<file path="src/hw/rtl/pes_div.sv">
// Restoring divider, one quotient bit per cycle, rounding to nearest with
// halves away from zero on magnitudes. No dependencies.
module pes_div #(
  parameter int NW = 28,
  parameter int DW = 19
) (
  input  logic          clk,
  input  logic          rst,
  input  logic          start,
  input  logic [NW-1:0] num,
  input  logic [DW-1:0] den,
  output logic          done,
  output logic [NW-1:0] quot
);
  // (2*num + den) / (2*den)
  localparam int CW = $clog2(NW + 2);
  logic [NW+1:0] n;
  logic [NW+1:0] q;
  logic [DW+1:0] rem;
  logic [DW+1:0] d2;
  logic [CW-1:0] cnt;
  logic          run;
  logic [DW+2:0] trial;

  assign trial = {rem, n[NW+1]} - {1'b0, d2};

  always_ff @(posedge clk) begin
    if (rst) begin
      run  <= 1'b0;
      done <= 1'b0;
    end else begin
      done <= 1'b0;
      if (start) begin
        run <= 1'b1;
        cnt <= CW'(NW + 2);
        n   <= {1'b0, num, 1'b0} + (NW + 2)'(den);
        d2  <= {1'b0, den, 1'b0};
        rem <= '0;
        q   <= '0;
      end else if (run) begin
        n <= n << 1;
        if (!trial[DW+2]) begin
          rem <= trial[DW+1:0];
          q   <= {q[NW:0], 1'b1};
        end else begin
          rem <= {rem[DW:0], n[NW+1]};
          q   <= {q[NW:0], 1'b0};
        end
        cnt <= cnt - CW'(1);
        if (cnt == CW'(1)) begin
          run  <= 1'b0;
          done <= 1'b1;
        end
      end
    end
  end
  assign quot = q[NW-1:0];
endmodule

</file>
<file path="config.mk">
export PLATFORM = sky130hd
export DESIGN_NAME = pes_div
export DESIGN_NICKNAME = d
export VERILOG_FILES = /design/src/hw/rtl/pes_div.sv
export SDC_FILE = /design/constraint.sdc
export NUM_CORES = 1
export LEC_CHECK = 0
export BUFFER_PORTS_ARGS = -buffer_cell sky130_fd_sc_hd__buf_2
export CORE_ASPECT_RATIO = 1.5
export CORE_MARGIN = 3
export CORE_UTILIZATION = 53
export CTS_CLUSTER_DIAMETER = 120
export DETAILED_ROUTE_END_ITERATION = 16
export GPL_TIMING_DRIVEN = 0
export HOLD_SLACK_MARGIN = 0.06
export PLACE_DENSITY_LB_ADDON = 0.12
export SYNTH_ARGS = -nofsm -noshare
export SYNTH_HDL_FRONTEND = slang
export SYNTH_SLANG_ARGS = --single-unit
</file>
<file path="constraint.sdc">
create_clock -name clk -period 13.17 [get_ports clk]
set_clock_uncertainty 0.15 [all_clocks]
set_input_delay 1.317 -clock clk [delete_from_list [all_inputs] [get_ports clk]]
set_output_delay 1.317 -clock clk [all_outputs]
set_load 0.05 [all_outputs]
</file>
==> impl_metrics.tcl, run 1 <==
set metrics [dict create \
    place_congestion 0.8790 \
    reg2reg_depth 13 \
    synth_ff_type "edfxtp_1" \
    clk_pin_slew_worst_paths_ps 70 \
    wire_per_inst_um 18.25 \
    numCtsBuffers 9 \
    place_hpwl_um 11820 \
    row_count 48 \
    slew_headroom_pct 40.31 \
    p_leak_nw 2.960 \
    critPathSlowestCell "fa_1" \
    ir_drop_v 0.00008908 \
    fill_cells 977 \
    dieArea_mm2 0.01356 \
    setup_viol 0 \
    ys_seq_area_share_pct 48.56 \
    preCtsSetupSlack_ps 8768 \
    cts_hold_buf 0 \
    syn_inst 611 \
    synth-async-reset-ratio_pct 0 \
    crit_buf_inv 1 \
    diodes 0 \
    hp-class "flop to flop" \
    endpoint_kind "flop" \
    synth_nets 702 \
    drtPass1Iterations 5 \
    required_ps 13130 \
    cp_num_cells 10 \
    vias_per_cell 5.863 \
    cp_data_arrival_time_ps 4060 \
    dpl_cell_area_mm2 0.007072 \
    period_needed_ps 4103 \
    cp-endpoint "n[19]$_DFFE_PP_" \
    startpoint "den[1]" \
    via_count 5019 \
    io_pins 79 \
    timing_hold_violations_final 0 \
    htreeDepth 3 \
    cts_tree "yes" \
    path_delay_family "compound AO/OA/AOI/OAI gates" \
    drc 0 \
    grt_pass1_vias 5104 \
    power_uw 938.2 \
    yosys_register_bits 105 \
    drtIter0Drc 255 \
    cts-root-buf "clkbuf_16" \
    ctsResizeCount 0 \
    startpoint_type "input pin" \
    yosysWarnings 0 \
    postCtsSetupBuffers 0 \
    layout-drive-gt1-share_pct 18.41 \
    crit_chain "buf_2, ha_1, fa_1, a211oi_1, o21bai_1, a21oi_1, o22a_1, a21boi_0, or3_1, a31o_2" \
    syn_area_mm2 0.006451 \
    initial_utilization_pct 55.09 \
    reg2reg_from "rem[0]$_SDFFCE_PP0P_" \
    worst_slew_pin_slew_ps 893.3 \
    min_from "run$_SDFF_PP0_" \
    ys_top_cells_by_area "edfxtp_1 (48%), ha_1 (7.6%), a21oi_1 (4.3%), nor2b_1 (3.2%), o21ai_0 (2.9%)" \
    reg2reg_slack_ps 9800 \
    status "finished clean" \
    clock.fmax_mhz 243.7 \
    syn_to_final_growth_pct 14.53 \
    clockBufferDepth 2 \
    cpPeakStageDelay_ps 440 \
    synth_area_per_cell_um2 10.56 \
    fin_nets 792 \
    synth-edff-count 103 \
    grt_max_degree 31 \
    power_density_mw_per_mm2 127.0 \
    fin_ws_ps 9067 \
    r2r-end "rem[19]$_SDFFCE_PP0P_" \
    yosysUniqueCellTypes 61 \
    yosys-top-cells-count "edfxtp_1 (103), a21oi_1 (55), nor2_1 (42)" \
    finish.utilization_pct 63.09 \
    final_area_mm2 0.007388 \
    crit_type "input pin to flop" \
    synth_most_common_cell "edfxtp_1" \
    antenna_found_initial 0 \
    gr-total-overflow 0 \
    slew_violations 0 \
    ant_nets 0 \
    grt_pass1_wl_um 25310 \
    crit_fanout 5 \
    period_share_pct 31.15 \
    setup_tns_ps 0 \
    die_h_um 141.1 \
    clock-sinks 105 \
    max_cap_violations 0 \
    rsz0062_at_grt "false" \
    grt_use_total_pct 24.21 \
    postRouteWirelength_um 15620 \
    chipWidth_um 96.08 \
    core_area_mm2 0.01171 \
    netlist.area_leader.share_pct 47.94 \
    io_buffers 77 \
    insertion_delay_ps 350 \
    yosys.area.top_type "edfxtp_1" \
]
==> cell usage in the layout (no fill, tap or decap), types with 11 or more instances in the layout <==
cell / n
edfxtp_1: 103
buf_2: 83
a21oi_1: 55
nor2_1: 40
ha_1: 39
o21ai_0: 37
inv_1: 33
nor2b_1: 33
nand2_1: 32
xnor2_1: 21
clkbuf_1: 18
a211oi_1: 17
a21o_1: 17
mux2_2: 14
nand3_1: 13
xor2_1: 11
==> worst register-to-register path: cells and delay by family (launching register included) <==
| kind | cells | cell delay [ps] |
|---|---|---|
| flops | 1 | 390 |
| buf+inv | 4 | 750 |
| compound gates | 5 | 940 |
| simple gates | 2 | 340 |
| fa+ha+maj | 2 | 600 |
==> per-layer routing <==
layer	part of all wire, %	GRT usage [%]	wire, um	vias up
met3	4.1	3.631	637	38
met2	52	41.75	8158	143
met5	0	0	0	-
met4	2.8	9.445	430	0
li1	-	-	-	2466
met1	41	29.88	6397	2372
==> cell type report <==
type / count / area (um^2) / area share [%]
Clock buffer: 9 / 225.2 / 3.048
Buffer: 27 / 123.9 / 1.677
Inverter: 33 / 123.9 / 1.677
Sequential cell: 105 / 3133 / 42.40
Timing Repair Buffer: 79 / 425.4 / 5.758
Multi-Input combinational cell: 446 / 3080 / 41.69
Tap cell: 150 / 187.7 / 2.540
Clock inverter: 7 / 88.84 / 1.202
==> per-stage QoR <==
step                hold WS, ps  instances
global route              365.2        856
floorplan                 303.6        611
detailed placement        327.5        840
global placement          316.5        838
finish                    340.4        856
CTS                       339.2        856
==> report_power, final <==
part | internal (mW) | leakage, nW | switching (mW)
registers | 0.401 | 1.00 | 0.0108
clock network | 0.152 | 0.155 | 0.130
logic | 0.0943 | 1.80 | 0.151
total | 0.647 | 2.96 | 0.291
==> registers in the layout, indices dropped and copies added (netlist names) <==
signal  flops
done        1
run         1
d2         19
rem        21
n          30
cnt         5
q          28
==> worst min path at each step <==
stage | slack, ps | cells past startpoint | endpoint
floorplan | 300 | 1 | done$_SDFF_PP0_
global placement | 320 | 1 | done$_SDFF_PP0_
detailed placement | 330 | 1 | done$_SDFF_PP0_
CTS | 340 | 1 | done$_SDFF_PP0_
global route | 370 | 1 | done$_SDFF_PP0_
finish | 340 | 1 | done$_SDFF_PP0_
==> kinds of logic after synthesis <==
logic type               after synthesis  share of synthesized area (%)
AO/OA/AOI/OAI                        189                          18.81
buffers and inverters                 60                          3.840
AND/OR/NAND/NOR                      166                          13.19
flip-flops                           105                          48.56
adder cells (fa/ha/maj)               41                          8.185
multiplexers                          18                          3.064
XOR/XNOR                              32                          4.344
(Power assumes the default switching activity.)
==> run 2, diff against run 1 <==
--- a/config.mk
+++ b/config.mk
@@ -5,6 +5,7 @@
 export SDC_FILE = /design/constraint.sdc
 export NUM_CORES = 1
 export LEC_CHECK = 0
+export ABC_AREA = 1
 export BUFFER_PORTS_ARGS = -buffer_cell sky130_fd_sc_hd__buf_2
 export CORE_ASPECT_RATIO = 1.5
 export CORE_MARGIN = 3
==> constraint.sdc (replaced) <==
create_clock -name clk -period 4.2 [get_ports clk]
set_clock_uncertainty 0.15 [all_clocks]
set_input_delay 0.42 -clock clk [delete_from_list [all_inputs] [get_ports clk]]
set_output_delay 0.42 -clock clk [all_outputs]
set_load 0.05 [all_outputs]
==> impl_metrics.tcl, run 2 <==
set metrics [dict create \
    power_density_mw_per_mm2 362.8 \
    max_cap_violations 0 \
    postRouteWirelength_um 17790 \
    reg2reg_slack_ps 1560 \
    timing_hold_violations_final 0 \
    dpl_cell_area_mm2 0.007770 \
    clockBufferDepth 2 \
    crit_buf_inv 3 \
    initial_utilization_pct 54.48 \
    period_needed_ps 2643 \
    chipWidth_um 100.5 \
    fill_cells 1216 \
    synth_nets 1027 \
    register_area_mm2 0.003133 \
    min_from "den[0]" \
    worst_slew_pin_slew_ps 940.3 \
    ys_top_cells_by_area "edfxtp_1 (44%), nand2_1 (15%), inv_1 (8.6%), ha_1 (6.9%), nor2_1 (6.5%)" \
    largest_reg_flops 30 \
    crit_type "flop to flop" \
    fin_ws_ps 1557 \
    yosys_register_bits 105 \
    holdPathEnd "d2[1]$_DFFE_PP_" \
    netlist.area_leader.share_pct 43.61 \
    final_common_cell "nand2_1" \
    preCtsSetupSlack_ps 1551 \
    synth-edff-count 103 \
    insertion_delay_ps 360 \
    ys_seq_area_share_pct 44.18 \
    startpoint_type "flop" \
    period_share_pct 62.93 \
    cts_tree "yes" \
    holdPathStages 1 \
    slew_headroom_pct 37.25 \
    vias_per_cell 5.122 \
    slew_violations 0 \
    syn_inst 936 \
    setup_viol 0 \
    final_area_mm2 0.008060 \
    synth-async-reset-ratio_pct 0 \
    grt_pass1_vias 6029 \
    p_leak_nw 4.032 \
    grt_max_degree 26 \
    drtPass1Iterations 5 \
    diodes 0 \
    core_area_mm2 0.01302 \
    status "finished clean" \
    io_pins 79 \
    die_h_um 147.7 \
    rsz0062_at_grt "false" \
    wire_per_inst_um 14.92 \
    crit_chain "inv_1, ha_1, inv_1, fa_1, nand2_1, nand2_1, and2_4, nand3_2, nand3_2, nand2_1, nand2_2, buf_6, nand2_1, nand2_1, nor2_1" \
    clock.fmax_mhz 378.3 \
    drtIter0Drc 257 \
    final_cell_mix "nand2_1 (292), inv_1 (163), nor2_1 (121), edfxtp_1 (103), buf_2 (78)" \
    path_delay_family "simple AND/OR/NAND/NOR gates" \
    grt_pass1_wl_um 28950 \
    fin_nets 1119 \
    reg2reg_from "rem[0]$_SDFFCE_PP0P_" \
    syn_to_final_growth_pct 13.66 \
    postCtsSetupBuffers 0 \
    critPathSlowestCell "fa_1" \
    syn_area_mm2 0.007092 \
    antenna_found_initial 0 \
    yosys-top-cells-count "nand2_1 (292), inv_1 (163), nor2_1 (122)" \
    yosysUniqueCellTypes 37 \
    cp_data_arrival_time_ps 2670 \
    yosysWarnings 0 \
    finish.utilization_pct 61.92 \
    cpPeakStageDelay_ps 430 \
    dieArea_mm2 0.01483 \
    ctsResizeCount 0 \
    layout-drive-gt1-share_pct 12.00 \
    grt_use_total_pct 25.24 \
    row_count 51 \
    synth_ff_type "edfxtp_1" \
    synth_area_per_cell_um2 7.577 \
    via_count 6106 \
    drc 0 \
    top_register "n" \
    cts_hold_buf 0 \
    io_buffers 78 \
    largest_registers "n x30, q x28, rem x21" \
    cts-root-buf "clkbuf_16" \
    ir_drop_v 0.0002057 \
    r2r-end "rem[1]$_SDFFCE_PP0P_" \
    ant_nets 0 \
    hp-class "input pin to flop" \
    crit_top_cell "nand2_1" \
    clock-sinks 105 \
    synth_most_common_cell "nand2_1" \
    endpoint_kind "flop" \
    yosys.area.top_type "edfxtp_1" \
    htreeDepth 3 \
    power_mw 2.924 \
    multi_input_area_mm2 0.003271 \
    place_hpwl_um 14360 \
    place_congestion 0.9808 \
    numCtsBuffers 9 \
    crit_fanout 10 \
    gr-total-overflow 0 \
    reg2reg_depth 15 \
    clk_pin_slew_worst_paths_ps 80 \
    required_ps 4230 \
]
[run 2: changes by cell type after synthesis, sizes merged, moves of 19 or more]
cell,delta
nand2,+268
nor2b,-33
inv,+132
nand3,+44
a21oi,-19
nor2,+80
o21ai,-24
[run 2: worst max path at each step]
stage	endpoint	cells after the start	slack, ps	from
2_1_floorplan	run$_SDFF_PP0_	5	460	start
3_3_place_gp	run$_SDFF_PP0_	6	-1310	start
3_5_place_dp	rem[1]$_SDFFCE_PP0P_	15	1550	rem[0]$_SDFFCE_PP0P_
4_1_cts	rem[1]$_SDFFCE_PP0P_	15	1510	rem[0]$_SDFFCE_PP0P_
5_1_grt	rem[1]$_SDFFCE_PP0P_	15	1380	rem[0]$_SDFFCE_PP0P_
6_report	rem[1]$_SDFFCE_PP0P_	15	1560	rem[0]$_SDFFCE_PP0P_
[run 2: cell type report]
class	count	share of cell area [%]
inverter	165	7.684
multi-input combinational	651	40.58
buffer	15	1.025
clock buffer	10	2.841
clock inverter	6	0.7606
tap	159	2.468
sequential	105	38.87
timing repair buffer	81	5.775
[run 2: metrics by stage]
stage | TNS (ps) | hold slack [ps] | std cells
floorplan | 0 | 292.5 | 936
global placement | -104130 | 306.0 | 1173
detailed placement | 0 | 350.5 | 1176
CTS | 0 | 80.12 | 1192
global route | 0 | 85.41 | 1192
finish | 0 | 100.7 | 1192
[run 2: cell families after synthesis]
group,share of synthesized area (%)
and+or+nand+nor,31.21
adders and majority gates,7.445
buffers and inverters,9.898
DFF,44.18
xor gates and xnor gates,2.223
AOI/OAI and AO/OA,5.046
[run 2: metal layers]
| layer | GRT usage (%) | part of all wire [%] |
|---|---|---|
| met2 | 46.25 | 55 |
| met4 | 13.01 | 4.5 |
| met1 | 28.12 | 38 |
| met5 | 0 | 0 |
| met3 | 2.927 | 2.9 |
[run 2: where the power goes]
| part | switching (mW) | leakage, nW | internal (mW) |
|---|---|---|---|
| Combinational | 0.538 | 2.88 | 0.276 |
| Clock | 0.408 | 0.143 | 0.418 |
| Sequential | 0.0315 | 1.01 | 1.25 |
==> run 3, diff against run 2 <==
--- a/config.mk
+++ b/config.mk
@@ -5,7 +5,7 @@
 export SDC_FILE = /design/constraint.sdc
 export NUM_CORES = 1
 export LEC_CHECK = 0
-export ABC_AREA = 1
+export ABC_AREA = 0
 export BUFFER_PORTS_ARGS = -buffer_cell sky130_fd_sc_hd__buf_2
 export CORE_ASPECT_RATIO = 1.5
 export CORE_MARGIN = 3
==> constraint.sdc (replaced) <==
create_clock -name clk -period 2.43 [get_ports clk]
set_clock_uncertainty 0.15 [all_clocks]
set_input_delay 0.243 -clock clk [delete_from_list [all_inputs] [get_ports clk]]
set_output_delay 0.243 -clock clk [all_outputs]
set_load 0.05 [all_outputs]
==> impl_metrics.tcl, run 3 (synthesis results as in run 1) <==
set metrics [dict create \
    status "complete, but fails checks" \
    violations "setup timing" \
    crit_type "flop to flop" \
    insertion_delay_ps 360 \
    timing_hold_violations_final 0 \
    crit_fanout 9 \
    grt_use_total_pct 25.69 \
    drtPass1Iterations 5 \
    row_count 48 \
    die_h_um 141.1 \
    slew_violations 0 \
    clk_pin_slew_worst_paths_ps 80 \
    setup_viol 21 \
    wl_met3_um 805 \
    postRouteWirelength_um 16680 \
    reg2reg_depth 13 \
    holdPathStages 3 \
    final_common_cell "edfxtp_1" \
    numCtsBuffers 9 \
    clock.fmax_mhz 337.1 \
    cts-root-buf "clkbuf_16" \
    initial_utilization_pct 55.09 \
    core_area_mm2 0.01171 \
    wire_per_inst_um 18.72 \
    chipWidth_um 96.08 \
    p_leak_nw 3.212 \
    largest_reg_flops 30 \
    antenna_found_initial 0 \
    slew_headroom_pct 48.33 \
    htreeDepth 3 \
    gr-total-overflow 0 \
    hp-class "input pin to flop" \
    endpoint_kind "flop" \
    required_ps 2390 \
    cp_data_arrival_time_ps 2930 \
    via_count 5338 \
    diodes 0 \
    place_congestion 0.9452 \
    ir_drop_v 0.0004430 \
    clockBufferDepth 2 \
    power_mw 5.321 \
    period_needed_ps 2967 \
    register_area_mm2 0.003133 \
    multi_input_area_mm2 0.003268 \
    highest_layer "met4" \
    io_pins 79 \
    fin_ws_ps -536.7 \
    clock-sinks 105 \
    rsz0062_at_grt "true" \
    finish.utilization_pct 68.77 \
    hold_slack_ps 145.6 \
    power_density_mw_per_mm2 660.7 \
    fin_nets 827 \
    worst_slew_pin_slew_ps 775.0 \
    top_register "n" \
    grt_max_degree 27 \
    ant_nets 0 \
    preCtsSetupSlack_ps -662.6 \
    startpoint_type "flop" \
    max_cap_violations 0 \
    drtIter0Drc 303 \
    final_cell_mix "edfxtp_1 (103), buf_2 (79), a21oi_1 (44), nor2_1 (40), ha_1 (36)" \
    vias_per_cell 5.991 \
    wl_met2_um 8609 \
    wl_met1_um 6525 \
    place_hpwl_um 11820 \
    largest_registers "n x30, q x28, rem x21" \
    fill_cells 863 \
    layout-drive-gt1-share_pct 25.24 \
    drc 0 \
    grt_pass1_wl_um 27000 \
    period_share_pct 122.1 \
    grt_pass1_vias 5557 \
    dieArea_mm2 0.01356 \
    syn_to_final_growth_pct 24.84 \
    io_buffers 77 \
    cts_tree "yes" \
]
run 3: changes by cell type in the layout (fill, tap and decap cells not counted), sizes merged, moves of 13 or more:
| cell | change |
|---|---|
| inv | -134 |
| nand2 | -268 |
| a21oi | +19 |
| buf | +13 |
| nand3 | -44 |
| nor2b | +33 |
| nor2 | -80 |
| mux2 | +14 |
| a21o | +17 |
| o21ai | +24 |
| dlygate4sd3 | +20 |
| a211oi | +18 |
run 3: metrics by stage:
step / setup TNS [ps] / instances / cell area (um^2)
finish: -9660 / 891 / 8054
floorplan: -3878 / 611 / 6533
detailed placement: -18170 / 842 / 7188
global route: -12100 / 891 / 8054
global placement: -78460 / 838 / 7106
CTS: -7966 / 890 / 7949
run 3: worst paths after layout:
| kind | startpoint | slack [ps] | to |
|---|---|---|---|
| worst max-delay path | rem[0]$_SDFFCE_PP0P_ | -540 | rem[14]$_SDFFCE_PP0P_ |
| worst min-delay path | num[27] | 150 | n[28]$_DFFE_PP_ |
| worst max register to register | rem[0]$_SDFFCE_PP0P_ | -540 | rem[14]$_SDFFCE_PP0P_ |
| worst min register to register | run$_SDFF_PP0_ | 330 | done$_SDFF_PP0_ |
run 3: timing repair:
action / 4_1_cts / 5_1_grt
endpoints found under the setup margin: 23 / 33
endpoints found under the hold margin: 20 / 0
gates cloned: 4 / 1
gates resized for setup: 34 / 19
pin swaps: 15 / 8
setup buffers: 8 / 3
hold buffers: 20 / 0
run 3: critical path, stage by stage (launching register included):
cell and delay (ps):
edfxtp_1 440, inv_1 90, ha_2 180, inv_2 40
fa_2 380, a211oi_4 290, o21ai_2 120, nand3_2 100
a21o_4 150, and3b_1 170, buf_6 180, buf_8 140
nor2_4 70, a31o_1 200
run 3: per-layer routing:
metal  vias up  GRT usage, %
met5         -             0
met4         0         13.34
met3        55         4.485
met2       192         43.14
met1      2554         30.89
li1       2537             -
run 3: power by group:
part           leakage (nW)  internal, mW  switching [mW]  total (mW)
clock network         0.146         0.814           0.694        1.51
registers              1.00          2.17          0.0604        2.23
logic                  2.06         0.675           0.904        1.58
total                  3.21          3.66            1.66        5.32
run 3: final cells by class:
class | count | share of cell area [%]
multi-input cells | 447 | 40.58
clock buffers | 10 | 2.843
flip-flops and latches | 105 | 38.90
inverters | 33 | 1.538
plain buffers | 24 | 2.423
well taps | 150 | 2.330
clock inverters | 6 | 0.9943
repair buffers | 116 | 10.39
